### config.mk
export PLATFORM = sky130hd
export DESIGN_NAME = eth_vlan_ip_l4_classifier_flat
export DESIGN_NICKNAME = d
export VERILOG_FILES = /design/src/hdl/evic_pkg.sv /design/src/hdl/evic_if.sv /design/src/hdl/eth_vlan_ip_l4_classifier.sv /design/src/flat_wrapper.sv
export SDC_FILE = /design/constraint.sdc
export NUM_CORES = 1
export LEC_CHECK = 0
export BUFFER_PORTS_ARGS = -buffer_cell sky130_fd_sc_hd__buf_2
export CAP_MARGIN = 20
export CORE_ASPECT_RATIO = 0.75
export CORE_MARGIN = 2
export CORE_UTILIZATION = 50
export CTS_BUF_LIST = sky130_fd_sc_hd__clkbuf_4
export DETAILED_ROUTE_END_ITERATION = 16
export GPL_TIMING_DRIVEN = 0
export HOLD_SLACK_MARGIN = 0.08
export PLACE_DENSITY = 0.69
export REMOVE_ABC_BUFFERS = 1
export SKIP_LAST_GASP = 1
export SYNTH_ARGS = -nofsm -noshare
export SYNTH_HDL_FRONTEND = slang
export SYNTH_SLANG_ARGS = --single-unit
export TNS_END_PERCENT = 30
### constraint.sdc
create_clock -name clk_i -period 8 [get_ports clk_i]
set_input_delay 1.6 -clock clk_i [delete_from_list [all_inputs] [get_ports clk_i]]
set_output_delay 1.6 -clock clk_i [all_outputs]
set_load 0.01 [all_outputs]
### src/hdl/evic_pkg.sv
// shared types and constants of the ethernet vlan / ip / l4 classifier
package evic_pkg;

  typedef enum logic [1:0] {
    VERDICT_PASS  = 2'd0,
    VERDICT_DROP  = 2'd1,
    VERDICT_ABORT = 2'd2
  } verdict_e;

  typedef enum logic [1:0] {
    L3_NONE = 2'd0,
    L3_IPV4 = 2'd1,
    L3_IPV6 = 2'd2
  } l3_kind_e;

  typedef enum logic [1:0] {
    L4_NONE = 2'd0,
    L4_TCP  = 2'd1,
    L4_UDP  = 2'd2
  } l4_kind_e;

  localparam logic [15:0] EtVlanQ  = 16'h8100;
  localparam logic [15:0] EtVlanAd = 16'h88A8;
  localparam logic [15:0] EtIpv4   = 16'h0800;
  localparam logic [15:0] EtIpv6   = 16'h86DD;

  localparam logic [7:0] ProtoTcp = 8'd6;
  localparam logic [7:0] ProtoUdp = 8'd17;

  // header offsets and lengths, all below 128
  localparam logic [6:0] EthHdrLen     = 7'd14;
  localparam logic [6:0] TagLen        = 7'd4;
  localparam logic [6:0] EtHiOff       = 7'd12;
  localparam logic [6:0] EtLoOff       = 7'd13;
  localparam logic [6:0] InnerEtHiOff  = 7'd16;
  localparam logic [6:0] InnerEtLoOff  = 7'd17;
  localparam logic [6:0] Ipv4HdrLen    = 7'd20;
  localparam logic [6:0] Ipv6HdrLen    = 7'd40;
  localparam logic [6:0] Ipv4ProtoOff  = 7'd9;
  localparam logic [6:0] Ipv6NextOff   = 7'd6;
  localparam logic [6:0] PortHiOff     = 7'd2;
  localparam logic [6:0] PortLoOff     = 7'd3;
  localparam logic [6:0] TcpHdrLen     = 7'd20;
  localparam logic [6:0] UdpHdrLen     = 7'd8;

  function automatic l3_kind_e kind_of(input logic [15:0] et);
    l3_kind_e k;
    k = L3_NONE;
    if (et == EtIpv4) k = L3_IPV4;
    if (et == EtIpv6) k = L3_IPV6;
    return k;
  endfunction

endpackage

### src/hdl/evic_if.sv
// valid/ready channel interfaces: frame bytes in, verdicts out, config write
interface evic_in_if ();
  logic       valid;
  logic       ready;
  logic [7:0] data_byte;
  logic       last_byte;

  modport source (output valid, output data_byte, output last_byte, input ready);
  modport sink   (input valid, input data_byte, input last_byte, output ready);
endinterface

interface evic_out_if import evic_pkg::*; ();
  logic        valid;
  logic        ready;
  verdict_e    verdict;
  logic        vlan_seen;
  l3_kind_e    l3_kind;
  logic [7:0]  ip_protocol;
  logic        proto_count_valid;
  l4_kind_e    l4_kind;
  logic [15:0] dest_port;
  logic [15:0] frame_bytes;

  modport source (output valid, output verdict, output vlan_seen, output l3_kind,
                  output ip_protocol, output proto_count_valid, output l4_kind,
                  output dest_port, output frame_bytes, input ready);
  modport sink   (input valid, input verdict, input vlan_seen, input l3_kind,
                  input ip_protocol, input proto_count_valid, input l4_kind,
                  input dest_port, input frame_bytes, output ready);
endinterface

interface evic_cfg_if ();
  logic valid;
  logic ready;
  logic meta_space_ok;

  modport source (output valid, output meta_space_ok, input ready);
  modport sink   (input valid, input meta_space_ok, output ready);
endinterface

### src/hdl/eth_vlan_ip_l4_classifier.sv
// ethernet frame classifier: vlan skip, ipv4/ipv6 protocol, tcp/udp destination port
//
// Frames enter one byte per beat on beat_in_i, last_byte marking the final byte.
// Exactly one result beat leaves on result_o for every frame, carrying the verdict
// (pass, drop or aborted), the keys found and the frame length, which saturates at
// 2^LENGTH_BITS-1. The block takes one byte every cycle with no gaps between frames:
// a byte is captured in an input register and then classified by a
// short compare/update step against the per-frame parse state, and the verdict sits
// in a result register, so a new byte is taken even while a verdict waits to be
// read. The result beat of a frame is valid once its verdict is in the result register.
// Back-pressure on result_o only stalls the input when a last byte is waiting for
// the result register. One 802.1Q or 802.1AD tag is skipped; ipv4 is read as a
// fixed 20-byte header (options ignored), ipv6 as a 40-byte header. Every header
// must fit inside the frame or the frame is dropped; an unknown ethertype aborts.
// Writing meta_space_ok = 0 on cfg_i turns every verdict into aborted; it resets
// to 1 and should only be written while no frame is in flight.
module eth_vlan_ip_l4_classifier import evic_pkg::*; #(
  parameter int LENGTH_BITS = 16
) (
  input  logic              clk_i,
  input  logic              rst_ni,
  evic_in_if.sink           beat_in_i,
  evic_out_if.source        result_o,
  evic_cfg_if.sink          cfg_i
);

  localparam logic [LENGTH_BITS-1:0] OffMax = '1;

  // config register
  logic meta_q;

  // input register
  logic       in_vld_q;
  logic [7:0] in_byte_q;
  logic       in_last_q;

  // per-frame parse state
  logic [LENGTH_BITS-1:0] off_q, off_d;
  logic [15:0]            et_q, et_d;
  logic                   tag_q, tag_d;
  l3_kind_e               net_q, net_d;
  logic [7:0]             proto_q, proto_d;
  logic [15:0]            port_q, port_d;

  // result register
  logic        out_vld_q;
  verdict_e    verdict_q, verdict_d;
  logic        vseen_q, vseen_d;
  l3_kind_e    l3_q, l3_d;
  logic [7:0]  prot_q, prot_d;
  logic        pv_q, pv_d;
  l4_kind_e    l4_q, l4_d;
  logic [15:0] dport_q, dport_d;
  logic [15:0] len_q;

  logic                   out_free;
  logic                   proc;
  logic [LENGTH_BITS-1:0] pos;
  logic [LENGTH_BITS-1:0] len;
  logic [6:0]             base;
  logic [6:0]             l4base;
  logic [6:0]             need;

  // a non-last byte never needs the result register
  assign out_free = !out_vld_q || result_o.ready;
  assign proc     = in_vld_q && (!in_last_q || out_free);
  assign beat_in_i.ready = !in_vld_q || proc;
  assign cfg_i.ready     = 1'b1;

  assign pos = off_q;
  assign len = (off_q != OffMax) ? off_q + 1'b1 : off_q;

  // header walk for the byte held in the input register
  always_comb begin
    et_d    = et_q;
    tag_d   = tag_q;
    net_d   = net_q;
    proto_d = proto_q;
    port_d  = port_q;

    // outer ethertype
    if (pos == LENGTH_BITS'(EtHiOff)) et_d = {in_byte_q, 8'h00};
    if (pos == LENGTH_BITS'(EtLoOff)) begin
      et_d = {et_q[15:8], in_byte_q};
      if (et_d == EtVlanQ || et_d == EtVlanAd) tag_d = 1'b1;
      else net_d = kind_of(et_d);
    end
    // ethertype behind the tag
    if (tag_d && pos == LENGTH_BITS'(InnerEtHiOff)) et_d = {in_byte_q, 8'h00};
    if (tag_d && pos == LENGTH_BITS'(InnerEtLoOff)) begin
      et_d  = {et_q[15:8], in_byte_q};
      net_d = kind_of(et_d);
    end

    base   = tag_d ? EthHdrLen + TagLen : EthHdrLen;
    l4base = base + ((net_d == L3_IPV4) ? Ipv4HdrLen : Ipv6HdrLen);

    if (net_d == L3_IPV4 && pos == LENGTH_BITS'(base + Ipv4ProtoOff)) proto_d = in_byte_q;
    if (net_d == L3_IPV6 && pos == LENGTH_BITS'(base + Ipv6NextOff))  proto_d = in_byte_q;
    if (net_d != L3_NONE) begin
      if (pos == LENGTH_BITS'(l4base + PortHiOff)) port_d[15:8] = in_byte_q;
      if (pos == LENGTH_BITS'(l4base + PortLoOff)) port_d[7:0]  = in_byte_q;
    end

    off_d = len;
  end

  // verdict, evaluated on the frame's last byte
  always_comb begin
    verdict_d = VERDICT_PASS;
    vseen_d   = 1'b0;
    l3_d      = L3_NONE;
    prot_d    = 8'h00;
    pv_d      = 1'b0;
    l4_d      = L4_NONE;
    dport_d   = 16'h0000;
    need      = l4base + ((proto_d == ProtoTcp) ? TcpHdrLen : UdpHdrLen);

    priority if (!meta_q) begin
      verdict_d = VERDICT_ABORT;
    end else if (len < LENGTH_BITS'(EthHdrLen)) begin
      verdict_d = VERDICT_DROP;
    end else if (tag_d && len < LENGTH_BITS'(EthHdrLen + TagLen)) begin
      verdict_d = VERDICT_DROP;
    end else begin
      vseen_d = tag_d;
      if (net_d == L3_NONE) begin
        verdict_d = VERDICT_ABORT;
      end else begin
        l3_d = net_d;
        if (len < LENGTH_BITS'(l4base)) begin
          verdict_d = VERDICT_DROP;
        end else begin
          pv_d   = 1'b1;
          prot_d = proto_d;
          if (proto_d == ProtoTcp || proto_d == ProtoUdp) begin
            if (len < LENGTH_BITS'(need)) begin
              verdict_d = VERDICT_DROP;
            end else begin
              l4_d    = (proto_d == ProtoTcp) ? L4_TCP : L4_UDP;
              dport_d = port_d;
            end
          end
        end
      end
    end
  end

  always_ff @(posedge clk_i or negedge rst_ni) begin
    if (!rst_ni) begin
      meta_q    <= 1'b1;
      in_vld_q  <= 1'b0;
      out_vld_q <= 1'b0;
      off_q     <= '0;
      et_q      <= '0;
      tag_q     <= 1'b0;
      net_q     <= L3_NONE;
      proto_q   <= '0;
      port_q    <= '0;
    end else begin
      if (cfg_i.valid) meta_q <= cfg_i.meta_space_ok;

      if (beat_in_i.valid && beat_in_i.ready) in_vld_q <= 1'b1;
      else if (proc)                          in_vld_q <= 1'b0;

      if (proc && in_last_q)   out_vld_q <= 1'b1;
      else if (result_o.ready) out_vld_q <= 1'b0;

      if (proc) begin
        if (in_last_q) begin
          // frame done, start the next one clean
          off_q   <= '0;
          et_q    <= '0;
          tag_q   <= 1'b0;
          net_q   <= L3_NONE;
          proto_q <= '0;
          port_q  <= '0;
        end else begin
          off_q   <= off_d;
          et_q    <= et_d;
          tag_q   <= tag_d;
          net_q   <= net_d;
          proto_q <= proto_d;
          port_q  <= port_d;
        end
      end
    end
  end

  // payload registers
  always_ff @(posedge clk_i) begin
    if (beat_in_i.valid && beat_in_i.ready) begin
      in_byte_q <= beat_in_i.data_byte;
      in_last_q <= beat_in_i.last_byte;
    end
    if (proc && in_last_q) begin
      verdict_q <= verdict_d;
      vseen_q   <= vseen_d;
      l3_q      <= l3_d;
      prot_q    <= prot_d;
      pv_q      <= pv_d;
      l4_q      <= l4_d;
      dport_q   <= dport_d;
      len_q     <= 16'(len);
    end
  end

  assign result_o.valid             = out_vld_q;
  assign result_o.verdict           = verdict_q;
  assign result_o.vlan_seen         = vseen_q;
  assign result_o.l3_kind           = l3_q;
  assign result_o.ip_protocol       = prot_q;
  assign result_o.proto_count_valid = pv_q;
  assign result_o.l4_kind           = l4_q;
  assign result_o.dest_port         = dport_q;
  assign result_o.frame_bytes       = len_q;

  // offset restarts after every frame end
  a_off_clear: assert property (@(posedge clk_i) disable iff (!rst_ni)
    (proc && in_last_q) |=> (off_q == '0))
    else $error("byte offset not cleared after frame end");

  // a port key only comes with a passing frame whose ip header fit
  a_l4_pass: assert property (@(posedge clk_i) disable iff (!rst_ni)
    (out_vld_q && l4_q != L4_NONE) |-> (verdict_q == VERDICT_PASS && pv_q))
    else $error("port key on a frame that did not pass");

  // a recognized ip ethertype never aborts
  a_l3_no_abort: assert property (@(posedge clk_i) disable iff (!rst_ni)
    (out_vld_q && l3_q != L3_NONE) |-> (verdict_q != VERDICT_ABORT))
    else $error("abort verdict with known l3 kind");

  // a skipped tag means the tagged ethernet header was complete
  a_vlan_len: assert property (@(posedge clk_i) disable iff (!rst_ni)
    (out_vld_q && vseen_q) |-> (len_q >= 16'(EthHdrLen + TagLen)))
    else $error("vlan seen on a frame too short for the tag");

endmodule

### src/flat_wrapper.sv
// flat-port wrapper written by rule: the top's interface ports become plain ports
module eth_vlan_ip_l4_classifier_flat import evic_pkg::*;
#(
  parameter int LENGTH_BITS = 16
)
  (clk_i, rst_ni, beat_in_i_valid, beat_in_i_data_byte, beat_in_i_last_byte, beat_in_i_ready, result_o_valid, result_o_verdict, result_o_vlan_seen, result_o_l3_kind, result_o_ip_protocol, result_o_proto_count_valid, result_o_l4_kind, result_o_dest_port, result_o_frame_bytes, result_o_ready, cfg_i_valid, cfg_i_meta_space_ok, cfg_i_ready);
  evic_in_if beat_in_i_i ();
  evic_out_if result_o_i ();
  evic_cfg_if cfg_i_i ();
  input  logic clk_i;
  input  logic rst_ni;
  input wire logic [$bits(beat_in_i_i.valid)-1:0] beat_in_i_valid;
  input wire logic [$bits(beat_in_i_i.data_byte)-1:0] beat_in_i_data_byte;
  input wire logic [$bits(beat_in_i_i.last_byte)-1:0] beat_in_i_last_byte;
  output wire logic [$bits(beat_in_i_i.ready)-1:0] beat_in_i_ready;
  output wire logic [$bits(result_o_i.valid)-1:0] result_o_valid;
  output wire logic [$bits(result_o_i.verdict)-1:0] result_o_verdict;
  output wire logic [$bits(result_o_i.vlan_seen)-1:0] result_o_vlan_seen;
  output wire logic [$bits(result_o_i.l3_kind)-1:0] result_o_l3_kind;
  output wire logic [$bits(result_o_i.ip_protocol)-1:0] result_o_ip_protocol;
  output wire logic [$bits(result_o_i.proto_count_valid)-1:0] result_o_proto_count_valid;
  output wire logic [$bits(result_o_i.l4_kind)-1:0] result_o_l4_kind;
  output wire logic [$bits(result_o_i.dest_port)-1:0] result_o_dest_port;
  output wire logic [$bits(result_o_i.frame_bytes)-1:0] result_o_frame_bytes;
  input wire logic [$bits(result_o_i.ready)-1:0] result_o_ready;
  input wire logic [$bits(cfg_i_i.valid)-1:0] cfg_i_valid;
  input wire logic [$bits(cfg_i_i.meta_space_ok)-1:0] cfg_i_meta_space_ok;
  output wire logic [$bits(cfg_i_i.ready)-1:0] cfg_i_ready;
  assign beat_in_i_i.valid = beat_in_i_valid;
  assign beat_in_i_i.data_byte = beat_in_i_data_byte;
  assign beat_in_i_i.last_byte = beat_in_i_last_byte;
  assign beat_in_i_ready = beat_in_i_i.ready;
  assign result_o_valid = result_o_i.valid;
  assign result_o_verdict = result_o_i.verdict;
  assign result_o_vlan_seen = result_o_i.vlan_seen;
  assign result_o_l3_kind = result_o_i.l3_kind;
  assign result_o_ip_protocol = result_o_i.ip_protocol;
  assign result_o_proto_count_valid = result_o_i.proto_count_valid;
  assign result_o_l4_kind = result_o_i.l4_kind;
  assign result_o_dest_port = result_o_i.dest_port;
  assign result_o_frame_bytes = result_o_i.frame_bytes;
  assign result_o_i.ready = result_o_ready;
  assign cfg_i_i.valid = cfg_i_valid;
  assign cfg_i_i.meta_space_ok = cfg_i_meta_space_ok;
  assign cfg_i_ready = cfg_i_i.ready;
  eth_vlan_ip_l4_classifier #(.LENGTH_BITS(LENGTH_BITS)) u_core (.clk_i(clk_i), .rst_ni(rst_ni), .beat_in_i(beat_in_i_i), .result_o(result_o_i), .cfg_i(cfg_i_i));
endmodule
Yosys cells after proc, flatten, opt, wreduce, memory -nomap -nowiden
Index checks and enable logic that the tools add are counted.
{"block": "classes", "bitwise_logic": 2, "eq_ne": 19, "n_reduce_logical": 26, "add_sub_neg": 7, "mux": 38, "magnitude_cmp": 4}
{"cell": "16-bit 2-to-1 mux", "count": 9}
{"cell": "16-bit equality test", "count": 4}
{"cell": "16-bit equality test, second input constant", "count": 3}
{"cell": "8-bit 2-to-1 mux", "count": 5}
{"cell": "16-bit by 4-bit equality test with 1-bit output, second input constant", "count": 2}
{"cell": "16-bit by 5-bit equality test with 1-bit output, second input constant", "count": 2}
{"cell": "16-bit by 7-bit less-than comparator with 1-bit output", "count": 2}
{"cell": "2-bit 2-to-1 mux", "count": 11}
{"cell": "16-bit by 1-bit adder with 16-bit output, second input constant", "count": 1}
{"cell": "7-bit by 2-bit adder with 8-bit output, second input constant", "count": 2}
{"cell": "16-bit by 12-bit equality test with 1-bit output, second input constant", "count": 1}
{"cell": "16-bit by 4-bit less-than comparator with 1-bit output, second input constant", "count": 1}
{"cell": "16-bit by 5-bit less-than comparator with 1-bit output, second input constant", "count": 1}
{"cell": "16-bit != test, second input constant", "count": 1}
{"cell": "7-bit adder", "count": 2}
{"cell": "1-bit 2-to-1 mux", "count": 10}
{"cell": "5-bit 2-to-1 mux", "count": 2}
{"cell": "7-bit by 3-bit adder with 8-bit output, second input constant", "count": 1}
{"cell": "7-bit by 4-bit adder with 8-bit output, second input constant", "count": 1}
{"cell": "8-bit by 3-bit equality test with 1-bit output, second input constant", "count": 1}
{"cell": "8-bit by 5-bit equality test with 1-bit output, second input constant", "count": 1}
{"cell": "1-bit logical AND", "count": 8}
{"cell": "7-bit OR reduction", "count": 1}
{"cell": "6-bit 2-to-1 mux", "count": 1}
{"cell": "other kinds (14)", "count": 23}
{"block": "word_totals", "inputBits": 15, "wordCells": 115, "out_inout_bits": 51, "regBits": 111}

Logic depth before layout (Yosys ltp)
{"block": "depth", "depth_word": 20, "ltp_mapped": 24, "ltp_nobuf": 22}

Least setup slack after synthesis
OpenSTA, ideal clock, no wires.
{"block": "synth_timing", "path_type": "flip-flop to flip-flop", "start": "reg u_core.off_q[6]", "end": "reg u_core.l4_q[0] (netlist: u_core.result_o.l4_kind[0]) (data pin)", "stages_incl_launch_ff": 24, "t_required_ps": 7722, "t_arrival_ps": 5599, "setup_ps": 278, "path_buffers": 3, "period_less_slack_ps": 5877, "path_slack_ps": 2123, "cell_sequence": "dfrtp_1 > buf_6 > or4b_4 > or4b_4 > or2_4 > and2_1 > buf_6 > a2111oi_4 > mux2i_1 > inv_2 > ha_1 > or2_2 > a21oi_1 > mux2i_1 > xnor2_1 > ha_1 > or3_1 > o21ai_0 > a21oi_1 > o21a_1 > a31o_2 > o211ai_2 > buf_4 > nor2_1"}
{"block": "synth_between", "elab_chain_cells": 13, "word_cells_on_any_way": 36, "cone_classes": "add/sub: 5; order compare: 4; eq/ne: 9; mux: 10; bitwise: 1; reduce/logical: 7"}
{"element": "start, declared", "line": "eth_vlan_ip_l4_classifier.sv:38", "rtl": "logic [LENGTH_BITS-1:0] off_q, off_d;"}
{"element": "start signal, assigned", "line": "eth_vlan_ip_l4_classifier.sv:154", "rtl": "off_q <= '0;"}
{"element": "start signal, assigned", "line": "eth_vlan_ip_l4_classifier.sv:172", "rtl": "off_q <= '0;"}
{"element": "start signal, assigned", "line": "eth_vlan_ip_l4_classifier.sv:179", "rtl": "off_q <= off_d;"}
{"element": "16-bit by 4-bit equality test with 1-bit output", "line": "eth_vlan_ip_l4_classifier.sv:83", "rtl": "if (pos == LENGTH_BITS'(EtLoOff)) begin"}
{"element": "1-bit 2-to-1 mux", "line": "eth_vlan_ip_l4_classifier.sv:83"}
{"element": "5-bit 2-to-1 mux / 1-bit logical AND (equally long branches)", "line": "eth_vlan_ip_l4_classifier.sv:95, eth_vlan_ip_l4_classifier.sv:90"}
{"element": "7-bit by 4-bit adder with 8-bit output / 2-bit 2-to-1 mux (equally long branches)", "line": "eth_vlan_ip_l4_classifier.sv:98, eth_vlan_ip_l4_classifier.sv:90"}
{"element": "16-bit equality test / 2-bit by 1-bit equality test with 1-bit output (equally long branches)", "line": "eth_vlan_ip_l4_classifier.sv:98, eth_vlan_ip_l4_classifier.sv:96"}
{"element": "1-bit logical AND", "line": "eth_vlan_ip_l4_classifier.sv:98", "rtl": "if (net_d == L3_IPV4 && pos == LENGTH_BITS'(base + Ipv4ProtoOff)) proto_d = in_byte_q;"}
{"element": "8-bit 2-to-1 mux", "line": "eth_vlan_ip_l4_classifier.sv:98"}
{"element": "8-bit 2-to-1 mux", "line": "eth_vlan_ip_l4_classifier.sv:99", "rtl": "if (net_d == L3_IPV6 && pos == LENGTH_BITS'(base + Ipv6NextOff)) proto_d = in_byte_q;"}
{"element": "8-bit by 3-bit equality test with 1-bit output", "line": "eth_vlan_ip_l4_classifier.sv:117, eth_vlan_ip_l4_classifier.sv:136, eth_vlan_ip_l4_classifier.sv:140"}
{"element": "5-bit 2-to-1 mux", "line": "eth_vlan_ip_l4_classifier.sv:117", "rtl": "need = l4base + ((proto_d == ProtoTcp) ? TcpHdrLen : UdpHdrLen);"}
{"element": "7-bit adder", "line": "eth_vlan_ip_l4_classifier.sv:117"}
{"element": "16-bit by 7-bit less-than comparator with 1-bit output", "line": "eth_vlan_ip_l4_classifier.sv:137", "rtl": "if (len < LENGTH_BITS'(need)) begin"}
{"element": "7-bit OR reduction (no line)"}
{"element": "end signal, assigned", "line": "eth_vlan_ip_l4_classifier.sv:202", "rtl": "l4_q <= l4_d;"}
{"element": "end, declared", "line": "eth_vlan_ip_l4_classifier.sv:52", "rtl": "l4_kind_e l4_q, l4_d;"}
Parallel ways exist; a longest one is shown, timed or not.
A chain may end at the register's enable or synchronous reset.

Final worst setup path
{"block": "layout_timing", "start": "reg u_core.off_q[5]", "end": "reg u_core.dport_q[4] (netlist: u_core.result_o.dest_port[4]) (data pin)"}
{"block": "layout_between", "elab_chain_cells": 13, "word_cells_on_any_way": 40, "cone_classes": "add/sub: 6; order compare: 4; eq/ne: 10; mux: 11; bitwise: 1; reduce/logical: 8"}
{"element": "16-bit by 4-bit equality test with 1-bit output", "line": "eth_vlan_ip_l4_classifier.sv:83"}
{"element": "1-bit 2-to-1 mux", "line": "eth_vlan_ip_l4_classifier.sv:83"}
{"element": "5-bit 2-to-1 mux / 1-bit logical AND (equally long branches)", "line": "eth_vlan_ip_l4_classifier.sv:95, eth_vlan_ip_l4_classifier.sv:90"}
{"element": "7-bit by 4-bit adder with 8-bit output / 2-bit 2-to-1 mux (equally long branches)", "line": "eth_vlan_ip_l4_classifier.sv:98, eth_vlan_ip_l4_classifier.sv:90"}
{"element": "16-bit equality test / 2-bit by 1-bit equality test with 1-bit output (equally long branches)", "line": "eth_vlan_ip_l4_classifier.sv:98, eth_vlan_ip_l4_classifier.sv:96"}
{"element": "1-bit logical AND", "line": "eth_vlan_ip_l4_classifier.sv:98"}
{"element": "8-bit 2-to-1 mux", "line": "eth_vlan_ip_l4_classifier.sv:98"}
{"element": "8-bit 2-to-1 mux", "line": "eth_vlan_ip_l4_classifier.sv:99"}
{"element": "8-bit by 3-bit equality test with 1-bit output", "line": "eth_vlan_ip_l4_classifier.sv:117, eth_vlan_ip_l4_classifier.sv:136"}
{"element": "5-bit 2-to-1 mux", "line": "eth_vlan_ip_l4_classifier.sv:117"}
{"element": "7-bit adder", "line": "eth_vlan_ip_l4_classifier.sv:117"}
{"element": "16-bit by 7-bit less-than comparator with 1-bit output", "line": "eth_vlan_ip_l4_classifier.sv:137"}
{"element": "7-bit OR reduction (no line)"}
{"element": "end signal, assigned", "line": "eth_vlan_ip_l4_classifier.sv:203", "rtl": "dport_q <= dport_d;"}
{"element": "end, declared", "line": "eth_vlan_ip_l4_classifier.sv:53", "rtl": "logic [15:0] dport_q, dport_d;"}
Parallel ways exist; a longest one is shown, timed or not.

==> flow_summary.ini <==
[layout]
final_common_cell = buf_2
multi_input_area_um2 = 3120
final_cell_mix = 64 x buf_2, 57 x edfxtp_1, 55 x nand2_1
fin_nets = 706
regArea_um2 = 3060
area_growth_pct = 9.51
fin_cells = 843
fill_cells = 1078
drive_gt1_frac = 0.163
fin_util = 0.569

[clocking]
cts_resized = 0
cts_made_buffers = 9
cts_tree = done
cts.clk_slew.worst_paths_ns = 0.17
cts_max_level = 3
insertion_delay_ns = 0.48
cts_buffer_depth = 2
root_buffer = clkbuf_4
cts.sinks = 111
hold_buffers = 0
post-cts-setup-buffers = 0

[yosys]
yosysWarnings = 0
syn-cell-area_um2 = 6460
synth_flop_cell = edfxtp_1
synth_cell_types = 75
synthCells = 635
ys_ff_latch = 111
synth_edf_count = 57
syn_avg_cell_area_um2 = 10.2
async_flop_share = 0.486
ys_seq_area_frac = 0.474

[global_route]
grt_pass1_wl_mm = 24.7
grt.overflow.total = 0
grt_usage = 0.228
antenna_found_initial = 1
grt_max_degree = 40
grt_pass1_vias = 4599

[sta]
slew_violations = 0
fmax_ghz = 0.134
min_period_ns = 7.46
slew_headroom = 0.326
finalSetupTns_ns = 0
period_share = 0.933
rsz0062_at_grt = no
worst_pin_slew_ns = 1.01
finalHoldViolCount = 0
finalSetupViolCount = 0
skew_ns = 0.0141

[place]
gp_congestion = 0.906
placed_cells = 824
io_buffer_count = 64
dp_hpwl_mm = 10.7

[floorplanning]
dieArea_um2 = 13900
die_w_um = 135
ioPinCount = 66
die_height_um = 102
initial_core_util = 0.519
num_rows = 35
core_region_area_um2 = 12400

[critical_path]
crit_path_frequent_cell = a21oi_1
crit_path_end_kind = flip-flop
start_kind = flip-flop
critical_path_required_ns = 8.20
worstPathMaxFanout = 18
cp.arrival_ns = 7.66
crit_family = simple AND/OR/NAND/NOR gates
max_stage_delay_ns = 0.97
worst-setup-path-type = reg -> reg
critPathSlowestCell = a2111oi_4
path_cells = or4b_4, or4b_4, or2_4, and2_1, a2111oi_4, mux2i_1, inv_2, ha_1, or2_2, a21oi_1, mux2i_1, xnor2_1, ha_1, or3_1, o21ai_0, a21oi_1, o221ai_1, and4b_1, o211ai_2, a21oi_1
cp_num_buf_inv = 1

[drt]
vias = 5142
vias_per_cell = 6.10
wl_per_cell_um = 17.9
wirelength_mm = 15.1
ant_nets = 0
drcViolationCount = 0
first_iter_violations = 409
firstDrtPassIters = 4

[job]
cap_violations = 0

[power]
internal_power_mw = 0.820
power_switching_mw = 0.298
fin_total_pwr_mw = 1.12
ir_drop_mv = 0.119
swShare = 0.266
pwr-share-clk = 0.285
power.leakage_nw = 2.87
powerDensity_nw_per_um2 = 158
comb_power_share = 0.120
seq_power_share = 0.596

[run_status]
status = finished, final reports clean

[min_path]
min_path_type = reg -> reg
-- kinds of logic (layout without fill, tap and decap cells) --
kind of cell               count (synthesis)  count (layout)  share of synthesized area
and+or+nand+nor                          242             242                      0.223
DFF                                      111             111                      0.474
AOI/OAI and AO/OA                        164             164                      0.173
other                                      1               2                   0.000581
adders and majority gates                 21              21                     0.0403
buffers and inverters                     65             106                     0.0449
muxes                                     12              12                     0.0186
xor gates and xnor gates                  19              19                     0.0258
-- cell type report --
type | instances | area share
clock inverter | 7 | 0.0136
multi-input combinational | 459 | 0.440
clock buffer | 9 | 0.00955
tap | 166 | 0.0294
inverter | 19 | 0.0101
antenna | 1 | 0.000354
timing repair buffer | 71 | 0.0635
sequential | 111 | 0.433
-- power by group through the flow --
stage	clock network, mW	logic [mW]	registers (mW)
2_1_floorplan	0	0.0752	0.675
3_3_place_gp	0	0.119	0.678
3_5_place_dp	0	0.132	0.677
4_1_cts	0.324	0.133	0.665
5_1_grt	0.348	0.149	0.671
6_report	0.318	0.134	0.666
-- routing by layer --
metal  wire (um)  GRT usage
met5           0          0
met4         159     0.0657
met1        7530      0.350
met3        1090     0.0526
met2        6300      0.323
-- synthesized netlist by cell type (5+ instances only) --
| cell | n | area (um2) |
|---|---|---|
| or4b_1 | 8 | 80.1 |
| edfxtp_1 | 57 | 1710 |
| o21ai_0 | 36 | 180 |
| or3_1 | 5 | 31.3 |
| nor2_1 | 37 | 139 |
| or2_2 | 5 | 31.3 |
| a22o_1 | 18 | 158 |
| nor3_1 | 9 | 45.0 |
| ha_1 | 20 | 250 |
| a21oi_1 | 35 | 175 |
| nand3_1 | 23 | 115 |
| o21ai_1 | 15 | 75.1 |
| xnor2_1 | 13 | 114 |
| nor4_1 | 5 | 31.3 |
| a211oi_1 | 5 | 37.5 |
| nor4b_1 | 8 | 70.1 |
| nor3b_1 | 10 | 75.1 |
| o21a_1 | 6 | 45.0 |
| dfrtp_1 | 53 | 1330 |
| o31ai_1 | 6 | 45.0 |
| mux2i_1 | 12 | 120 |
| and3_1 | 8 | 50.1 |
| a221o_1 | 8 | 80.1 |
| clkbuf_1 | 33 | 124 |
| or3b_1 | 16 | 140 |
| xor2_1 | 6 | 52.6 |
| nand2_1 | 55 | 206 |
| and2_1 | 10 | 62.6 |
| a31oi_1 | 9 | 56.3 |
| nand4_1 | 11 | 68.8 |
| inv_1 | 17 | 63.8 |
-- sequential cells by signal (all words and copies together) (netlist names) --
name                               cells
u_core.result_o.l4_kind                2
u_core.result_o.vlan_seen              1
u_core.result_o.ip_protocol            8
u_core.result_o.dest_port             16
u_core.off_q                          16
u_core.result_o.valid                  1
u_core.proto_q                         8
u_core.in_vld_q                        1
u_core.in_byte_q                       8
u_core.result_o.verdict                2
u_core.meta_q                          1
u_core.et_q                            8
u_core.result_o.l3_kind                2
u_core.net_q                           2
u_core.tag_q                           1
u_core.result_o.frame_bytes           16
u_core.port_q                         16
u_core.in_last_q                       1
u_core.result_o.proto_count_valid      1
-- worst paths after layout --
check | startpoint | to | slack (ns) | cells past startpoint
max | u_core.off_q[5] | u_core.result_o.dest_port[4] | 0.54 | 20
min | u_core.et_q[14] | u_core.et_q[14] | 0.51 | 2
max reg2reg | u_core.off_q[5] | u_core.result_o.dest_port[4] | 0.54 | 20
min reg2reg | u_core.et_q[14] | u_core.et_q[14] | 0.51 | 2
max in group asynchronous | rst_ni | u_core.proto_q[0] | 6.40 | 2
min in group asynchronous | rst_ni | u_core.off_q[6] | 1.03 | 1
-- stage by stage --
step	instance area [um2]	hold slack, ns	worst slack [ns]
floorplan	6240	0.451	1.70
global placement	6770	0.465	0.654
detailed placement	6890	0.474	0.569
CTS	7050	0.510	0.571
global route	7070	0.539	0.207
finish	7070	0.508	0.535
-- worst min-delay path, stage by stage (launching register included) --
cell     delay (ns)
dfrtp_1        0.37
nand2_1        0.05
o21ai_0        0.06
Power figures use the tool's default switching activity.
